## config.mk

```make
export PLATFORM = sky130hd
export DESIGN_NAME = sequential_list_engine_flat
export DESIGN_NICKNAME = d
export VERILOG_FILES = /design/src/rtl/core/sle_pkg.sv /design/src/rtl/core/sle_req_if.sv /design/src/rtl/core/sle_rsp_if.sv /design/src/rtl/core/sle_mem.sv /design/src/rtl/core/sle_seq.sv /design/src/rtl/core/sequential_list_engine.sv /design/src/flat_wrapper.sv
export SDC_FILE = /design/constraint.sdc
export NUM_CORES = 1
export LEC_CHECK = 0
export BUFFER_PORTS_ARGS = -buffer_cell sky130_fd_sc_hd__buf_2
export CORE_MARGIN = 2
export CORE_UTILIZATION = 27
export DETAILED_ROUTE_END_ITERATION = 16
export HOLD_SLACK_MARGIN = 0.12
export SYNTH_ARGS = -nofsm -noshare
export SYNTH_HDL_FRONTEND = slang
export SYNTH_SLANG_ARGS = --single-unit
```

## constraint.sdc

```tcl
create_clock -name clk -period 5.45 [get_ports clk]
set_input_delay 0.545 -clock clk [delete_from_list [all_inputs] [get_ports clk]]
set_output_delay 0.545 -clock clk [all_outputs]
set_load 0.005 [all_outputs]
```

## src/rtl/core/sle_pkg.sv

```systemverilog
package sle_pkg;

  localparam int ACT_W = 2;
  localparam int VAL_W = 32;
  localparam int STAT_W = 3;
  localparam int POS_W = 4;
  localparam int CNT_W = 5;
  localparam int MAX_RESULTS = 16;

  typedef enum logic [ACT_W-1:0] {
    ACT_INSERT = 2'd0,
    ACT_REMOVE = 2'd1,
    ACT_SEARCH = 2'd2,
    ACT_NONE   = 2'd3
  } action_t;

  typedef enum logic [STAT_W-1:0] {
    STAT_INSERTED  = 3'd0,
    STAT_FULL      = 3'd1,
    STAT_REMOVED   = 3'd2,
    STAT_NOT_FOUND = 3'd3,
    STAT_FOUND     = 3'd4
  } status_t;

  typedef enum logic [1:0] {
    ST_IDLE,
    ST_SCAN,
    ST_FINISH
  } state_t;

  typedef struct packed {
    logic             valid;
    status_t          status;
    logic [POS_W-1:0] position;
    logic [CNT_W-1:0] removed_count;
    logic [CNT_W-1:0] list_length;
    logic             last_result;
  } result_t;

endpackage

```

## src/rtl/core/sle_req_if.sv

```systemverilog
interface sle_req_if;
  logic                                valid;
  logic                                ready;
  logic [sle_pkg::ACT_W-1:0]           action;
  logic signed [sle_pkg::VAL_W-1:0]    item_value;

  modport source (output valid, output action, output item_value, input ready);
  modport sink (input valid, input action, input item_value, output ready);
endinterface

```

## src/rtl/core/sle_rsp_if.sv

```systemverilog
interface sle_rsp_if;
  logic                       valid;
  logic                       ready;
  logic [sle_pkg::STAT_W-1:0] status;
  logic [sle_pkg::POS_W-1:0]  position;
  logic [sle_pkg::CNT_W-1:0]  removed_count;
  logic [sle_pkg::CNT_W-1:0]  list_length;
  logic                       last_result;

  modport source (
    output valid, output status, output position, output removed_count,
    output list_length, output last_result, input ready
  );
  modport sink (
    input valid, input status, input position, input removed_count,
    input list_length, input last_result, output ready
  );
endinterface

```

## src/rtl/core/sle_mem.sv

```systemverilog
module sle_mem #(
  parameter int DEPTH = 16,
  parameter int AW = 4
) (
  input  logic                      clk,
  input  logic                      wr_en,
  input  logic [AW-1:0]             wr_addr,
  input  logic [sle_pkg::VAL_W-1:0] wr_data,
  input  logic                      rd_en,
  input  logic [AW-1:0]             rd_addr,
  output logic [sle_pkg::VAL_W-1:0] rd_data
);

  logic [sle_pkg::VAL_W-1:0] mem [DEPTH];

  always_ff @(posedge clk) begin
    if (wr_en) begin
      mem[wr_addr] <= wr_data;
    end
  end

  always_ff @(posedge clk) begin
    if (rd_en) begin
      rd_data <= mem[rd_addr];
    end
  end

endmodule

```

## src/rtl/core/sle_seq.sv

```systemverilog
module sle_seq #(
  parameter int CAPACITY = 16
) (
  input  logic              clk,
  input  logic              rst,
  sle_req_if.sink           req,
  input  logic              emit_ready,
  output sle_pkg::result_t  emit
);

  localparam int AW = (CAPACITY > 1) ? $clog2(CAPACITY) : 1;
  localparam int CW = $clog2(CAPACITY + 1);

  sle_pkg::state_t  state, state_next;
  sle_pkg::action_t act, act_next;
  logic [sle_pkg::VAL_W-1:0] value, value_next;
  logic [CW-1:0] occupied, occupied_next;
  logic [CW-1:0] rd_idx, rd_idx_next;
  logic [CW-1:0] keep, keep_next;
  logic [CW-1:0] occupied_inc;
  logic [AW-1:0] cmp_idx, cmp_idx_next;
  logic [AW-1:0] pend_pos, pend_pos_next;
  logic          data_vld, data_vld_next;
  logic          pend_vld, pend_vld_next;
  logic [sle_pkg::POS_W-1:0] nmatch, nmatch_next;

  logic                      wr_en, rd_en;
  logic [AW-1:0]             wr_addr, rd_addr;
  logic [sle_pkg::VAL_W-1:0] wr_data, rd_data;

  logic accept, match, emit_pend, advance, more, stop_early, scan_op;

  sle_mem #(.DEPTH(CAPACITY), .AW(AW)) u_mem (
    .clk     (clk),
    .wr_en   (wr_en),
    .wr_addr (wr_addr),
    .wr_data (wr_data),
    .rd_en   (rd_en),
    .rd_addr (rd_addr),
    .rd_data (rd_data)
  );

  assign accept       = req.valid && req.ready;
  assign scan_op      = req.action inside {sle_pkg::ACT_REMOVE, sle_pkg::ACT_SEARCH};
  assign match        = data_vld && (rd_data == value);
  assign emit_pend    = (act == sle_pkg::ACT_SEARCH) && match && pend_vld;
  assign advance      = !emit_pend || emit_ready;
  assign more         = rd_idx < occupied;
  assign stop_early   = emit_pend && (nmatch == sle_pkg::POS_W'(sle_pkg::MAX_RESULTS - 2));
  assign occupied_inc = occupied + CW'(1);

  always_comb begin
    state_next = state;
    case (state)
      sle_pkg::ST_IDLE: begin
        if (accept && scan_op) begin
          state_next = sle_pkg::ST_SCAN;
        end
      end
      sle_pkg::ST_SCAN: begin
        if (advance && (stop_early || !more)) begin
          state_next = sle_pkg::ST_FINISH;
        end
      end
      sle_pkg::ST_FINISH: begin
        if (emit_ready) begin
          state_next = sle_pkg::ST_IDLE;
        end
      end
      default: state_next = sle_pkg::ST_IDLE;
    endcase
  end

  always_comb begin
    act_next      = act;
    value_next    = value;
    occupied_next = occupied;
    rd_idx_next   = rd_idx;
    keep_next     = keep;
    cmp_idx_next  = cmp_idx;
    pend_pos_next = pend_pos;
    data_vld_next = data_vld;
    pend_vld_next = pend_vld;
    nmatch_next   = nmatch;
    wr_en         = 1'b0;
    wr_addr       = '0;
    wr_data       = rd_data;
    rd_en         = 1'b0;
    rd_addr       = rd_idx[AW-1:0];
    emit          = '0;
    req.ready     = 1'b0;
    case (state)
      sle_pkg::ST_IDLE: begin
        req.ready = emit_ready;
        if (accept) begin
          act_next      = sle_pkg::action_t'(req.action);
          value_next    = req.item_value;
          rd_idx_next   = '0;
          keep_next     = '0;
          nmatch_next   = '0;
          pend_vld_next = 1'b0;
          data_vld_next = 1'b0;
          if (req.action == sle_pkg::ACT_INSERT) begin
            emit.valid       = 1'b1;
            emit.last_result = 1'b1;
            if (occupied >= CW'(CAPACITY)) begin
              emit.status      = sle_pkg::STAT_FULL;
              emit.list_length = sle_pkg::CNT_W'(occupied);
            end else begin
              wr_en            = 1'b1;
              wr_addr          = occupied[AW-1:0];
              wr_data          = req.item_value;
              occupied_next    = occupied_inc;
              emit.status      = sle_pkg::STAT_INSERTED;
              emit.list_length = sle_pkg::CNT_W'(occupied_inc);
            end
          end
        end
      end
      sle_pkg::ST_SCAN: begin
        if (advance) begin
          if (data_vld && (act == sle_pkg::ACT_REMOVE) && !match) begin
            wr_en     = 1'b1;
            wr_addr   = keep[AW-1:0];
            wr_data   = rd_data;
            keep_next = keep + CW'(1);
          end
          if (emit_pend) begin
            emit.valid       = 1'b1;
            emit.status      = sle_pkg::STAT_FOUND;
            emit.position    = sle_pkg::POS_W'(pend_pos);
            emit.list_length = sle_pkg::CNT_W'(occupied);
            nmatch_next      = nmatch + sle_pkg::POS_W'(1);
          end
          if ((act == sle_pkg::ACT_SEARCH) && match) begin
            pend_vld_next = 1'b1;
            pend_pos_next = cmp_idx;
          end
          if (more && !stop_early) begin
            rd_en         = 1'b1;
            rd_idx_next   = rd_idx + CW'(1);
            cmp_idx_next  = rd_idx[AW-1:0];
            data_vld_next = 1'b1;
          end else begin
            data_vld_next = 1'b0;
          end
        end
      end
      sle_pkg::ST_FINISH: begin
        if (emit_ready) begin
          emit.valid       = 1'b1;
          emit.last_result = 1'b1;
          if (act == sle_pkg::ACT_REMOVE) begin
            occupied_next      = keep;
            emit.removed_count = sle_pkg::CNT_W'(occupied - keep);
            emit.list_length   = sle_pkg::CNT_W'(keep);
            emit.status        = (keep == occupied) ? sle_pkg::STAT_NOT_FOUND
                                                    : sle_pkg::STAT_REMOVED;
          end else begin
            emit.list_length = sle_pkg::CNT_W'(occupied);
            if (pend_vld) begin
              emit.status   = sle_pkg::STAT_FOUND;
              emit.position = sle_pkg::POS_W'(pend_pos);
            end else begin
              emit.status = sle_pkg::STAT_NOT_FOUND;
            end
          end
        end
      end
      default: begin
        emit = '0;
      end
    endcase
  end

  always_ff @(posedge clk) begin
    if (rst) begin
      state    <= sle_pkg::ST_IDLE;
      occupied <= '0;
      data_vld <= 1'b0;
      pend_vld <= 1'b0;
      nmatch   <= '0;
    end else begin
      state    <= state_next;
      occupied <= occupied_next;
      data_vld <= data_vld_next;
      pend_vld <= pend_vld_next;
      nmatch   <= nmatch_next;
    end
  end

  always_ff @(posedge clk) begin
    act      <= act_next;
    value    <= value_next;
    rd_idx   <= rd_idx_next;
    keep     <= keep_next;
    cmp_idx  <= cmp_idx_next;
    pend_pos <= pend_pos_next;
  end

endmodule

```

## src/rtl/core/sequential_list_engine.sv

```systemverilog
// Packed list of up to CAPACITY signed 32-bit words with insert, remove-all-equal and
// search. An insert is taken without a scan and yields one result word. A remove or a
// search walks the occupied entries through one registered memory read port and one
// 32-bit comparator, one entry per cycle while the result channel does not stall; a
// search emits one word per match (at most sixteen) or a single not-found word. The
// request channel is not ready while a scan is in progress or while the result
// register is full and not being drained. Entries are undefined after reset; only the
// length is cleared.
module sequential_list_engine #(
  parameter int CAPACITY = 16
) (
  input  logic       clk,
  input  logic       rst,
  sle_req_if.sink    req,
  sle_rsp_if.source  rsp
);

  sle_pkg::result_t emit;
  logic             emit_ready;
  logic             out_valid;

  assign emit_ready = !out_valid || rsp.ready;

  sle_seq #(.CAPACITY(CAPACITY)) u_seq (
    .clk        (clk),
    .rst        (rst),
    .req        (req),
    .emit_ready (emit_ready),
    .emit       (emit)
  );

  always_ff @(posedge clk) begin
    if (rst) begin
      out_valid <= 1'b0;
    end else if (emit.valid) begin
      out_valid <= 1'b1;
    end else if (rsp.ready) begin
      out_valid <= 1'b0;
    end
  end

  always_ff @(posedge clk) begin
    if (emit.valid) begin
      rsp.status        <= emit.status;
      rsp.position      <= emit.position;
      rsp.removed_count <= emit.removed_count;
      rsp.list_length   <= emit.list_length;
      rsp.last_result   <= emit.last_result;
    end
  end

  assign rsp.valid = out_valid;

  a_emit_has_room: assert property (@(posedge clk) disable iff (rst)
    emit.valid |-> (!out_valid || rsp.ready))
    else $error("Result word produced while the output register is occupied.");

  a_scan_blocks_req: assert property (@(posedge clk) disable iff (rst)
    (req.valid && req.ready &&
     (req.action == sle_pkg::ACT_REMOVE || req.action == sle_pkg::ACT_SEARCH))
    |=> !req.ready)
    else $error("Request channel ready right after a scan was started.");

  a_single_is_last: assert property (@(posedge clk) disable iff (rst)
    (rsp.valid && rsp.status != sle_pkg::STAT_FOUND) |-> rsp.last_result)
    else $error("Non-match result word not marked as the final word.");

endmodule

```

## src/flat_wrapper.sv

```systemverilog
// flat-port wrapper written by rule: the top's interface ports become plain ports
module sequential_list_engine_flat 
#(
  parameter int CAPACITY = 16
)
  (clk, rst, req_valid, req_action, req_item_value, req_ready, rsp_valid, rsp_status, rsp_position, rsp_removed_count, rsp_list_length, rsp_last_result, rsp_ready);
  sle_req_if req_i ();
  sle_rsp_if rsp_i ();
  input  logic clk;
  input  logic rst;
  input wire logic [$bits(req_i.valid)-1:0] req_valid;
  input wire logic [$bits(req_i.action)-1:0] req_action;
  input wire logic [$bits(req_i.item_value)-1:0] req_item_value;
  output wire logic [$bits(req_i.ready)-1:0] req_ready;
  output wire logic [$bits(rsp_i.valid)-1:0] rsp_valid;
  output wire logic [$bits(rsp_i.status)-1:0] rsp_status;
  output wire logic [$bits(rsp_i.position)-1:0] rsp_position;
  output wire logic [$bits(rsp_i.removed_count)-1:0] rsp_removed_count;
  output wire logic [$bits(rsp_i.list_length)-1:0] rsp_list_length;
  output wire logic [$bits(rsp_i.last_result)-1:0] rsp_last_result;
  input wire logic [$bits(rsp_i.ready)-1:0] rsp_ready;
  assign req_i.valid = req_valid;
  assign req_i.action = req_action;
  assign req_i.item_value = req_item_value;
  assign req_ready = req_i.ready;
  assign rsp_valid = rsp_i.valid;
  assign rsp_status = rsp_i.status;
  assign rsp_position = rsp_i.position;
  assign rsp_removed_count = rsp_i.removed_count;
  assign rsp_list_length = rsp_i.list_length;
  assign rsp_last_result = rsp_i.last_result;
  assign rsp_i.ready = rsp_ready;
  sequential_list_engine #(.CAPACITY(CAPACITY)) u_core (.clk(clk), .rst(rst), .req(req_i), .rsp(rsp_i));
endmodule
```

; After elaboration in Yosys (flattened, before gate mapping)
; Memories as Yosys holds them, arrays and structs flattened. A register that Yosys moved wholly into a read port is not among the register bits.
; Cells that the tools add are included.
[op_classes]
n_addsub = 5
order_cmp = 2
n_eq_ne = 19
n_mux = 71
reduce_logical = 35
[ops]
columns = op, count
row1 = 2-to-1 mux 32 bit, 4
row2 = 2-to-1 mux 5 bit, 13
row3 = 2-to-1 mux 4 bit, 12
row4 = == test 32 bit, 1
row5 = one-hot mux 5 bit (2 select lines), 3
row6 = one-hot mux 4 bit (2 select lines), 3
row7 = "!= test 2 bit, second input constant", 10
row8 = AND reduction 4 bit, 5
row9 = 2-to-1 mux 1 bit, 19
row10 = 2-to-1 mux 19 bit, 1
row11 = 2-to-1 mux 8 bit, 2
row12 = "adder 5 x 1 -> 5 bit, second input constant", 3
row13 = one-hot mux 5 bit (3 select lines), 1
row14 = AND reduction 3 bit, 5
row15 = 2-to-1 mux 6 bit, 2
row16 = one-hot mux 4 bit (3 select lines), 1
row17 = logical AND 1 bit, 10
row18 = one-hot mux 1 bit (2 select lines), 4
row19 = nonzero test 2 bit, 4
row20 = "== test 2 x 1 -> 1 bit, second input constant", 3
row21 = "== test 2 bit, second input constant", 3
row22 = 2-to-1 mux 2 bit, 3
row23 = 2-to-1 mux 3 bit, 2
row24 = one-hot mux 2 bit (3 select lines), 1
row25 = 10 further kinds, 17
[word_totals]
reg_bits = 84
ram_bits = 512
word_cells = 150
mem_count = 1
[mem_list]
columns = memory, words, width, rd, rd_clocked_by_memory_dff, write_ports, line_no
row1 = u_core.u_seq.u_mem.mem, 16, 32, 1, 1, 1, sle_mem.sv:14  ; logic [sle_pkg::VAL_W-1:0] mem [DEPTH];

; Logic depth before layout (Yosys ltp)
; Gate-level depths: netlist of run 1.
[logic_depth]
word_depth = 10
ltp_mapped = 10
ltp_nobuf = 9

; Cells and area by module
; From an unflattened synthesis of run 1, not the netlist that was laid out.
[unflattened]
hier_cells = 1242
hier_area_um2 = 24801.3
[modules_own_cells]
columns = mod, instances, cells_per_inst, area_each_um2, seq_area_each_um2
row1 = sle_mem, 1, 838, 20174.3, 16335.7
row2 = sle_seq, 1, 382, 4040.1, 1821.7
row3 = sequential_list_engine, 1, 22, 586.8, 560.5

; Least setup slack after synthesis of run 1
; Ideal clock, no wire load.
[synth_path]
path_kind = reg2reg
start = register u_core.u_seq.state[0]
end = memory u_core.u_seq.u_mem.mem[10][0] in the netlist's numbering (enable)
setup_ps = 468
arrival_time_ps = 4178
required_ps = 4982
slack_ps = 804
path_stages_with_launch = 9
path_buffers = 1
period_less_slack_ps = 4646
cell_sequence = dfxtp_1 > inv_1 > ha_1 > and2_1 > nand3_1 > nor2_1 > clkbuf_1 > a31oi_1 > nor3b_1
[synth_between]
elab_chain_len = 7
[synth_rtl]
columns = element, line_no
row1 = start: declaration, sle_seq.sv:14  ; sle_pkg::state_t state, state_next;
row2 = start signal: assignment, sle_seq.sv:178  ; state <= sle_pkg::ST_IDLE;
row3 = start signal: assignment, sle_seq.sv:184  ; state <= state_next;
row4 = zero test 2 bit, sle_seq.sv:92  ; case (state)
row5 = 2-to-1 mux 1 bit, sle_seq.sv:92
row6 = logical AND 1 bit, sle_seq.sv:43  ; assign accept = req.valid && req.ready;
row7 = 2-to-1 mux 1 bit, sle_seq.sv:95  ; if (accept) begin
row8 = one-hot mux 1 bit (2 select lines), sle_seq.sv:92
row9 = 2-to-1 mux 1 bit, sle_mem.sv:17  ; if (wr_en) begin
row10 = 2-to-1 mux 1 bit (not written as such), sle_mem.sv:18  ; mem[wr_addr] <= wr_data;
row11 = end: declaration, sle_mem.sv:14
; Parallel ways exist; a longest one is shown, timed or not.

; Worst setup path in the final report of run 1
[layout_path]
start = register u_core.u_seq.u_mem.rd_data[9] in the netlist's numbering (read register of u_core.u_seq.u_mem.mem)
end = memory u_core.u_seq.u_mem.mem[14][15] in the netlist's numbering (enable)
[layout_between]
elab_chain_len = 10
[layout_rtl]
columns = element, line_no
row1 = start: declaration, sle_mem.sv:11  ; output logic [sle_pkg::VAL_W-1:0] rd_data
row2 = == test 32 bit *, sle_seq.sv:45  ; assign match = data_vld && (rd_data == value);
row3 = logical AND 1 bit *, sle_seq.sv:45
row4 = logical AND 1 bit (2 in series), sle_seq.sv:46  ; assign emit_pend = (act == sle_pkg::ACT_SEARCH) && match && pend_vld;
row5 = zero test 1 bit, sle_seq.sv:47  ; assign advance = !emit_pend || emit_ready;
row6 = logical OR 1 bit, sle_seq.sv:47
row7 = 2-to-1 mux 1 bit, sle_seq.sv:121  ; if (advance) begin
row8 = one-hot mux 1 bit (2 select lines), sle_seq.sv:92
row9 = 2-to-1 mux 1 bit, sle_mem.sv:17
row10 = 2-to-1 mux 1 bit (not written as such), sle_mem.sv:18
; Mark *: on every way between the ends. The rest lies on a longest branch, timed or not.

==> results of run 1 <==
## layer usage
| metal | part of all wire, % | up-vias | global-route usage (%) |
|---|---|---|---|
| met3 | 4.9 | 92 | 1.752 |
| met5 | 0 | - | 0 |
| met1 | 45 | 6353 | 16.59 |
| met2 | 48 | 342 | 19.08 |
| met4 | 2.3 | 0 | 3.403 |
| li1 | - | 5180 | - |
## stage by stage
step | util, % | setup WS (ps)
5_1_grt | 31.67 | 928.3
3_3_place_gp | 29.34 | 1283
2_1_floorplan | - | 803.7
6_report | 31.67 | 1313
3_5_place_dp | 29.34 | 1143
4_1_cts | 31.67 | 1154
## power breakdown
part           switching (mW)  total [mW]  internal [mW]
Clock                    1.80        4.04           2.24
Combinational            1.98        3.60           1.62
Sequential              0.179        6.25           6.07
Total                    3.95        13.9           9.93
## state kept, by name (all words and copies together) (netlist names)
name and flops:
u_core.rsp.list_length 5, u_core.u_seq.value 32, u_core.u_seq.pend_vld 1, u_core.u_seq.u_mem.mem 512, u_core.u_seq.state 2, u_core.u_seq.data_vld 1
u_core.u_seq.u_mem.rd_data 32, u_core.rsp.status 3, u_core.rsp.last_result 1, u_core.u_seq.pend_pos 4, u_core.u_seq.rd_idx 5, u_core.rsp.removed_count 5
u_core.u_seq.occupied 5, u_core.rsp.position 4, u_core.u_seq.nmatch 4, u_core.u_seq.act 2, u_core.rsp.valid 1, u_core.u_seq.keep 5
u_core.u_seq.cmp_idx 4
## cell type report
class | instances | area, um2
fillers | 8688 | 62630
flip-flops and latches | 628 | 18720
multi-input cells | 495 | 6081
clock buffers | 69 | 1556
well taps | 1186 | 1484
repair buffers | 108 | 748.2
clock inverters | 42 | 357.8
inverters | 23 | 86.33
## worst max path at each step
| stage | from | end | slack [ps] |
|---|---|---|---|
| 2_1_floorplan | u_core.u_seq.state[0] | u_core.u_seq.u_mem.mem[10][0] | 800 |
| 3_3_place_gp | u_core.u_seq.u_mem.rd_data[21] | u_core.u_seq.u_mem.mem[14][15] | 1280 |
| 3_5_place_dp | u_core.u_seq.u_mem.rd_data[21] | u_core.u_seq.u_mem.mem[14][15] | 1140 |
| 4_1_cts | u_core.u_seq.value[21] | u_core.u_seq.u_mem.mem[14][15] | 1150 |
| 5_1_grt | u_core.u_seq.u_mem.rd_data[21] | u_core.u_seq.u_mem.mem[14][16] | 930 |
| 6_report | u_core.u_seq.u_mem.rd_data[9] | u_core.u_seq.u_mem.mem[14][15] | 1310 |
## cells by family after synthesis
family	count (synthesis)
muxes	194
DFF	628
AOI/OAI and AO/OA	89
adders and majority gates	21
and+or+nand+nor	149
buffers and inverters	76
xor gates and xnor gates	42
## layout by cell type (no fill, tap or decap), types with 20 or more instances in the layout
cell type / netlist / final
a21oi_1: 30 / 30
buf_2: 11 / 57
nand2_1: 35 / 35
ha_1: 20 / 20
edfxtp_1: 614 / 614
dlygate4sd3_1: 0 / 22
mux2_2: 33 / 33
nor2_1: 43 / 31
mux4_2: 160 / 160
buf_4: 0 / 27
inv_1: 23 / 22
clkbuf_16: 0 / 61
xnor2_1: 32 / 32
## Yosys cell counts (10+ instances only)
cell / n / area share, %
edfxtp_1: 614 / 74
mux4_2: 160 / 14
nor2_1: 43 / 0.65
clkbuf_1: 37 / 0.56
nand2_1: 35 / 0.53
mux2_2: 33 / 1.5
xnor2_1: 32 / 1.1
a21oi_1: 30 / 0.60
inv_1: 23 / 0.35
ha_1: 20 / 1.0
o21ai_0: 15 / 0.30
dfxtp_1: 14 / 1.1
nand3_1: 14 / 0.28
buf_2: 11 / 0.22
xor2_1: 10 / 0.35
==> impl_metrics.tcl, run 1 <==
set metrics [dict create \
    avgSynthCellArea_um2 20.84 \
    critPathMostFrequentCell "nand4_1" \
    area_growth_pct 16.21 \
    netlist_instances 1199 \
    antenna_found_initial 4 \
    min-delay-start "req_item_value[18]" \
    crit_path_end_kind "flop" \
    gr-total-overflow 0 \
    synthesis.area_mm2 0.02498 \
    grt_max_degree 132 \
    track_usage_pct 11.82 \
    worst_setup_path_start_kind "flop" \
    skew_ps 36.23 \
    synth_top_family_by_area "multiplexers" \
    final_cell_area_mm2 0.02903 \
    rows 111 \
    clockBufferDepth 3 \
    synth-seq-area-share_pct 74.93 \
    hpwl_um 32830 \
    cp_max_fo 21 \
    start_util_pct 27.25 \
    min_to "u_core.u_seq.value[18]" \
    synth_edf_count 614 \
    cts_tree "built" \
    fin_crit_ps 4137 \
    rsz0062_at_grt "no" \
    syn_nets 1258 \
    yosysWarnings 0 \
    dp_cells 2418 \
    viasPerCell 4.691 \
    vias 11967 \
    clkLatencyLatePin_ps 650 \
    fmax_mhz 241.7 \
    hold_slack_ps 148.3 \
    cts_setup_buffers 0 \
    initialDrtViolationCount 1166 \
    drc 0 \
    hold_violations 0 \
    slew_headroom_pct 23.53 \
    drive_above_1_share_pct 29.08 \
    numPortBuffers 57 \
    yosys_most_used_dff "edfxtp_1" \
    placed_area_mm2 0.02690 \
    reg2reg_to "u_core.u_seq.u_mem.mem[14][15]" \
    hold_depth 1 \
    p_leak_nw 8.942 \
    first_pass_iters 4 \
    power.total_mw 13.89 \
    drt_wl_total_um 55650 \
    finalMaxSlewViolations 0 \
    critPathMaxStageDelay_ps 830 \
    hold_buffers 22 \
    die_w_um 308.2 \
    critPathTopFamily "simple AND/OR/NAND/NOR gates" \
    synthAdderAreaFrac_pct 1.082 \
    crit_slowest_cell "nor2_4" \
    ir_drop_uv 428.4 \
    worstHoldPathType "in -> reg" \
    dieArea_mm2 0.09497 \
    crit_chain "xnor2_1 -> nand4_1 -> nor4_4 -> nand4_1 -> a32oi_1 -> nand2b_1 -> nor2_4 -> buf_4" \
    powerDensity_mw_per_mm2 478.3 \
    ys_types 59 \
    setup_viol 0 \
    crit_buf_inv 1 \
    gp_congestion 0.8246 \
    grt_pass1_vias 12400 \
    core_mm2 0.09166 \
    avgRoutedWirePerCell_um 21.81 \
    worstSetupPathType "reg -> reg" \
    synth_mux_area_share_pct 15.95 \
    synthSimpleGateAreaFrac_pct 3.070 \
    tightestPinTransition_ps 1147 \
    antenna_cells 0 \
    cts_resized 0 \
    fin_setup_tns_ps 0 \
    grt_pass1_wl_um 83230 \
    worstPathRequired_ps 5800 \
    numCtsBuffers 60 \
    io_pins 58 \
    synth-xor-area-share_pct 1.473 \
    status "complete, no violations" \
    die_y_um 308.2 \
    worstPathArrival_ps 4490 \
    drv_cap 0 \
    ant_nets 0 \
    ff2ff_setup_slack_ps 1310 \
    cp.depth 8 \
    r2r_cells 8 \
    fin_crit_sh_pct 75.91 \
    synth_compound_area_share_pct 2.299 \
    nNetsFinal 1375 \
    synthArstFlopShare_pct 0 \
    ctsRootBufferMaster "clkbuf_16" \
    htree_levels 2 \
    layout.cells.non_filler 2551 \
    synth-seq-cells 628 \
    clk_transition_reported_paths_ps 60 \
    numClockSinks 628 \
    r2r-start "u_core.u_seq.u_mem.rd_data[9]" \
]
(Power assumes the default switching activity.)
==> inputs of run 2 (changes only) <==
Clock period 5.45 ns to 4.1 ns, I/O delays scaled along.
==> impl_metrics.tcl, run 2 (same netlist as run 1, synthesis figures left out) <==
set metrics [dict create \
    drv_cap 0 \
    clk_transition_reported_paths_ps 70 \
    slew_headroom_pct 37.51 \
    antenna_found_initial 1 \
    layout_commonest_cell "edfxtp_1" \
    nNetsFinal 1387 \
    crit_chain "xnor2_1 -> nand4_1 -> nor4_4 -> nand4_1 -> buf_4 -> a32oi_1 -> nand2b_1 -> nor2_4 -> buf_4" \
    drive_above_1_share_pct 28.36 \
    htree_levels 2 \
    grt_pass1_vias 12255 \
    cp_max_fo 32 \
    drt_wl_total_um 55590 \
    numCtsBuffers 60 \
    placed_area_mm2 0.02702 \
    initialDrtViolationCount 1238 \
    worstHoldPathType "in -> reg" \
    area_growth_pct 17.35 \
    nFillCells 8690 \
    dieArea_mm2 0.09497 \
    ctsRootBufferMaster "clkbuf_16" \
    ff2ff_setup_slack_ps 690 \
    numClockSinks 628 \
    rows 111 \
    final_core_util_pct 31.98 \
    die_w_um 308.2 \
    tightestPinTransition_ps 937.3 \
    worstPathRequired_ps 4340 \
    gr-total-overflow 0 \
    gp_congestion 0.8093 \
    vias 12133 \
    clockBufferDepth 3 \
    hold_slack_ps 265.6 \
    fmax_mhz 293.3 \
    core_mm2 0.09166 \
    die_y_um 308.2 \
    hpwl_um 30970 \
    start_util_pct 27.25 \
    largest_reg_flops 512 \
    critPathTopFamily "simple AND/OR/NAND/NOR gates" \
    rsz0062_at_grt "no" \
    drc 0 \
    first_pass_iters 5 \
    powerDensity_mw_per_mm2 632.3 \
    reg_top3 "u_core.u_seq.u_mem.mem (512), u_core.u_seq.u_mem.rd_data (32), u_core.u_seq.value (32)" \
    fin_crit_sh_pct 83.16 \
    final_cell_mix "614 x edfxtp_1, 160 x mux4_2, 61 x clkbuf_16, 57 x buf_2" \
    worstSetupPathType "reg -> reg" \
    layout_setup_ws_ps 690.3 \
    clkLatencyLatePin_ps 640 \
    grt_max_degree 132 \
    numPortBuffers 57 \
    dpl_worst_slack_ps 740.2 \
    crit_path_end_kind "flop" \
    ant_nets 0 \
    worst_setup_path_start_kind "flop" \
    p_leak_nw 9.023 \
    largest-register "u_core.u_seq.u_mem.mem" \
    io_pins 58 \
    hold_violations 0 \
    cts_tree "built" \
    final_cell_area_mm2 0.02932 \
    grt_pass1_wl_um 81840 \
    layout.cells.non_filler 2562 \
    worstPathArrival_ps 3650 \
    viasPerCell 4.736 \
    crit_slowest_cell "nor4_4" \
    avgRoutedWirePerCell_um 21.70 \
    fin_crit_ps 3410 \
    dp_cells 2417 \
    status "complete, no violations" \
    track_usage_pct 11.64 \
    crit_buf_inv 2 \
    critPathMaxStageDelay_ps 520 \
    ir_drop_uv 632.3 \
    skew_ps 40.50 \
    power.total_mw 18.54 \
    finalMaxSlewViolations 0 \
    fin_setup_tns_ps 0 \
    setup_viol 0 \
]
-- run 2: repair_timing --
item                                    CTS  global route
hold buffers                             35             0
gates resized for setup                   0             0
buffers inserted                          0             0
endpoints found under the setup margin    0             0
endpoints found under the hold margin    39             0
-- run 2: worst reg2reg max path: cells and delay by family, from the launching register on --
| family | cells | cell delay (ps) |
|---|---|---|
| simple gates | 5 | 1370 |
| compound gates | 1 | 310 |
| xor+xnor | 1 | 190 |
| buf+inv | 2 | 700 |
| flops | 1 | 410 |
-- run 2: cell type report --
type | instances | area (um2) | share of cell area [%]
Sequential cell | 628 | 18720 | 63.85
Multi-Input combinational cell | 495 | 6087 | 20.76
Clock buffer | 72 | 1568 | 5.348
Tap cell | 1186 | 1484 | 5.062
Timing Repair Buffer | 120 | 996.0 | 3.397
Clock inverter | 37 | 375.4 | 1.280
Inverter | 23 | 86.33 | 0.2945
Antenna cell | 1 | 2.502 | 0.008536
-- run 2: worst paths after layout --
| check | start | endpoint | cells past startpoint |
|---|---|---|---|
| worst max-delay path | u_core.u_seq.u_mem.rd_data[7] | u_core.u_seq.u_mem.mem[14][4] | 9 |
| worst min-delay path | rsp_ready | u_core.rsp.valid | 3 |
| worst max register to register | u_core.u_seq.u_mem.rd_data[7] | u_core.u_seq.u_mem.mem[14][4] | 9 |
| worst min register to register | u_core.u_seq.cmp_idx[3] | u_core.u_seq.pend_pos[3] | 0 |
-- run 2: metal layers --
layer	up-vias	part of all wire, %	global-route usage (%)	wire, um
li1	5191	-	-	-
met1	6458	44	16.20	24380
met2	399	48	18.80	26680
met3	85	6.0	1.958	3334
met4	0	2.2	3.256	1196
met5	-	0	0	0
-- run 2: report_power, final --
| part | internal [mW] | switching (mW) | total [mW] |
|---|---|---|---|
| Clock | 3.10 | 2.34 | 5.44 |
| Combinational | 2.18 | 2.60 | 4.78 |
| Sequential | 8.07 | 0.250 | 8.32 |
==> inputs of run 3 (changes only) <==
Clock period 4.1 ns to 3.1 ns, I/O delays scaled along.
==> impl_metrics.tcl, run 3 (same netlist as run 1, synthesis figures left out) <==
set metrics [dict create \
    ant_nets 0 \
    clockBufferDepth 3 \
    worstPathArrival_ps 3300 \
    numPortBuffers 57 \
    largest-register "u_core.u_seq.u_mem.mem" \
    worstHoldPathType "in -> reg" \
    final_cell_mix "614 x edfxtp_1, 160 x mux4_2, 62 x clkbuf_16, 57 x buf_2, 51 x buf_4" \
    skew_ps 46.26 \
    htree_levels 2 \
    ir_drop_uv 840.8 \
    grt_pass1_vias 12558 \
    worstPathRequired_ps 3450 \
    drive_above_1_share_pct 32.29 \
    clkLatencyLatePin_ps 640 \
    grt_max_degree 132 \
    gp_congestion 0.7922 \
    slew_headroom_pct 40.47 \
    finalMaxSlewViolations 0 \
    reg_top3 "u_core.u_seq.u_mem.mem (512), u_core.u_seq.u_mem.rd_data (32), u_core.u_seq.value (32)" \
    initialDrtViolationCount 1082 \
    dieArea_mm2 0.09497 \
    critPathMaxStageDelay_ps 410 \
    drv_cap 0 \
    grt_pass1_wl_um 84300 \
    drc 0 \
    fin_crit_sh_pct 95.27 \
    drt_wl_total_um 57090 \
    ctsRootBufferMaster "clkbuf_16" \
    track_usage_pct 11.99 \
    nNetsFinal 1438 \
    start_util_pct 27.25 \
    worstSetupPathType "reg -> reg" \
    worst_setup_path_start_kind "flop" \
    numClockSinks 628 \
    ff2ff_setup_slack_ps 150 \
    crit_slowest_cell "edfxtp_1" \
    critPathMostFrequentCell "buf_4" \
    fin_crit_ps 2953 \
    vias 12153 \
    status "complete, no violations" \
    viasPerCell 4.642 \
    hold_violations 0 \
    tightestPinTransition_ps 892.9 \
    avgRoutedWirePerCell_um 21.81 \
    numCtsBuffers 61 \
    core_mm2 0.09166 \
    p_leak_nw 9.418 \
    hold_slack_ps 211.5 \
    die_y_um 308.2 \
    fmax_mhz 338.6 \
    largest_reg_flops 512 \
    area_growth_pct 20.44 \
    layout_commonest_cell "edfxtp_1" \
    use_met2_pct 19.76 \
    cts_tree "built" \
    crit_chain "xnor2_2 -> nand4_1 -> nor4_4 -> buf_4 -> nand4_1 -> buf_4 -> a32oi_2 -> nand2b_1 -> buf_4 -> nor2_4 -> buf_12" \
    power.total_mw 25.33 \
    met1_usage_pct 16.17 \
    powerDensity_mw_per_mm2 841.9 \
    antenna_found_initial 3 \
    first_pass_iters 8 \
    io_pins 58 \
    grtUsageMet3_pct 2.089 \
    grt-busiest-layer "met2" \
    cp_max_fo 14 \
    clk_transition_reported_paths_ps 60 \
    crit_path_end_kind "flop" \
    gr-total-overflow 0 \
    hpwl_um 36030 \
    rows 111 \
    die_w_um 308.2 \
    setup_viol 0 \
]
==> run 3: timing repair <==
action / in CTS / in global routing
hold buffers: 35 / 0
gates resized for setup: 0 / 7
endpoints found under the hold margin: 39 / 0
setup buffers: 2 / 3
endpoints found under the setup margin: 167 / 247
pin swaps: 1 / 3
cloned: 0 / 2
==> run 3: per-layer routing <==
layer / vias to the layer above / wire length, um / share of wire (%)
met5: - / 11 / 0.019
met4: 2 / 1399 / 2.5
met3: 85 / 3310 / 5.8
met2: 385 / 27820 / 49
met1: 6369 / 24550 / 43
li1: 5312 / - / -
==> run 3: worst max-delay path: cells and delay by family, from the launching register on <==
kind / cells / cell delay (ps)
AO/OA/AOI/OAI: 1 / 260
XOR/XNOR: 1 / 190
buffers and inverters: 4 / 800
flip-flops: 1 / 410
AND/OR/NAND/NOR: 5 / 980
==> run 3: final timing paths <==
check	start	cells past startpoint	end
setup / recovery	u_core.u_seq.value[7]	11	u_core.u_seq.u_mem.mem[14][15]
hold / removal	rsp_ready	3	u_core.rsp.valid
setup reg to reg	u_core.u_seq.value[7]	11	u_core.u_seq.u_mem.mem[14][15]
hold reg to reg	u_core.u_seq.cmp_idx[1]	0	u_core.u_seq.pend_pos[1]
==> run 3: through the flow <==
| stage | setup slack [ps] | setup TNS [ps] | cell area (um2) | utilization, % | std cells |
|---|---|---|---|---|---|
| after floorplan | -105.2 | -4870 | 25080 | - | 1199 |
| after global placement | -6.160 | -38.05 | 27510 | 30.01 | 2460 |
| after detailed placement | -84.00 | -7005 | 27510 | 30.01 | 2460 |
| after CTS | 34.19 | 0 | 29980 | 32.71 | 2612 |
| after global routing | -2.587 | -8.245 | 30090 | 32.82 | 2618 |
| final | 146.8 | 0 | 30090 | 32.82 | 2618 |
==> run 3: area by class of cell <==
| type | instances | area [um2] |
|---|---|---|
| flip-flops and latches | 628 | 18720 |
| clock inverters | 48 | 556.8 |
| clock buffers | 67 | 1549 |
| well taps | 1186 | 1484 |
| repair buffers | 170 | 1538 |
| inverters | 23 | 86.33 |
| diodes | 1 | 2.502 |
| fillers | 8612 | 61580 |
| multi-input cells | 495 | 6153 |
==> run 3: report_power, final <==
| part | total (mW) | internal [mW] | switching [mW] |
|---|---|---|---|
| Combinational | 6.69 | 3.03 | 3.66 |
| Sequential | 11.0 | 10.7 | 0.314 |
| Clock | 7.66 | 4.46 | 3.20 |
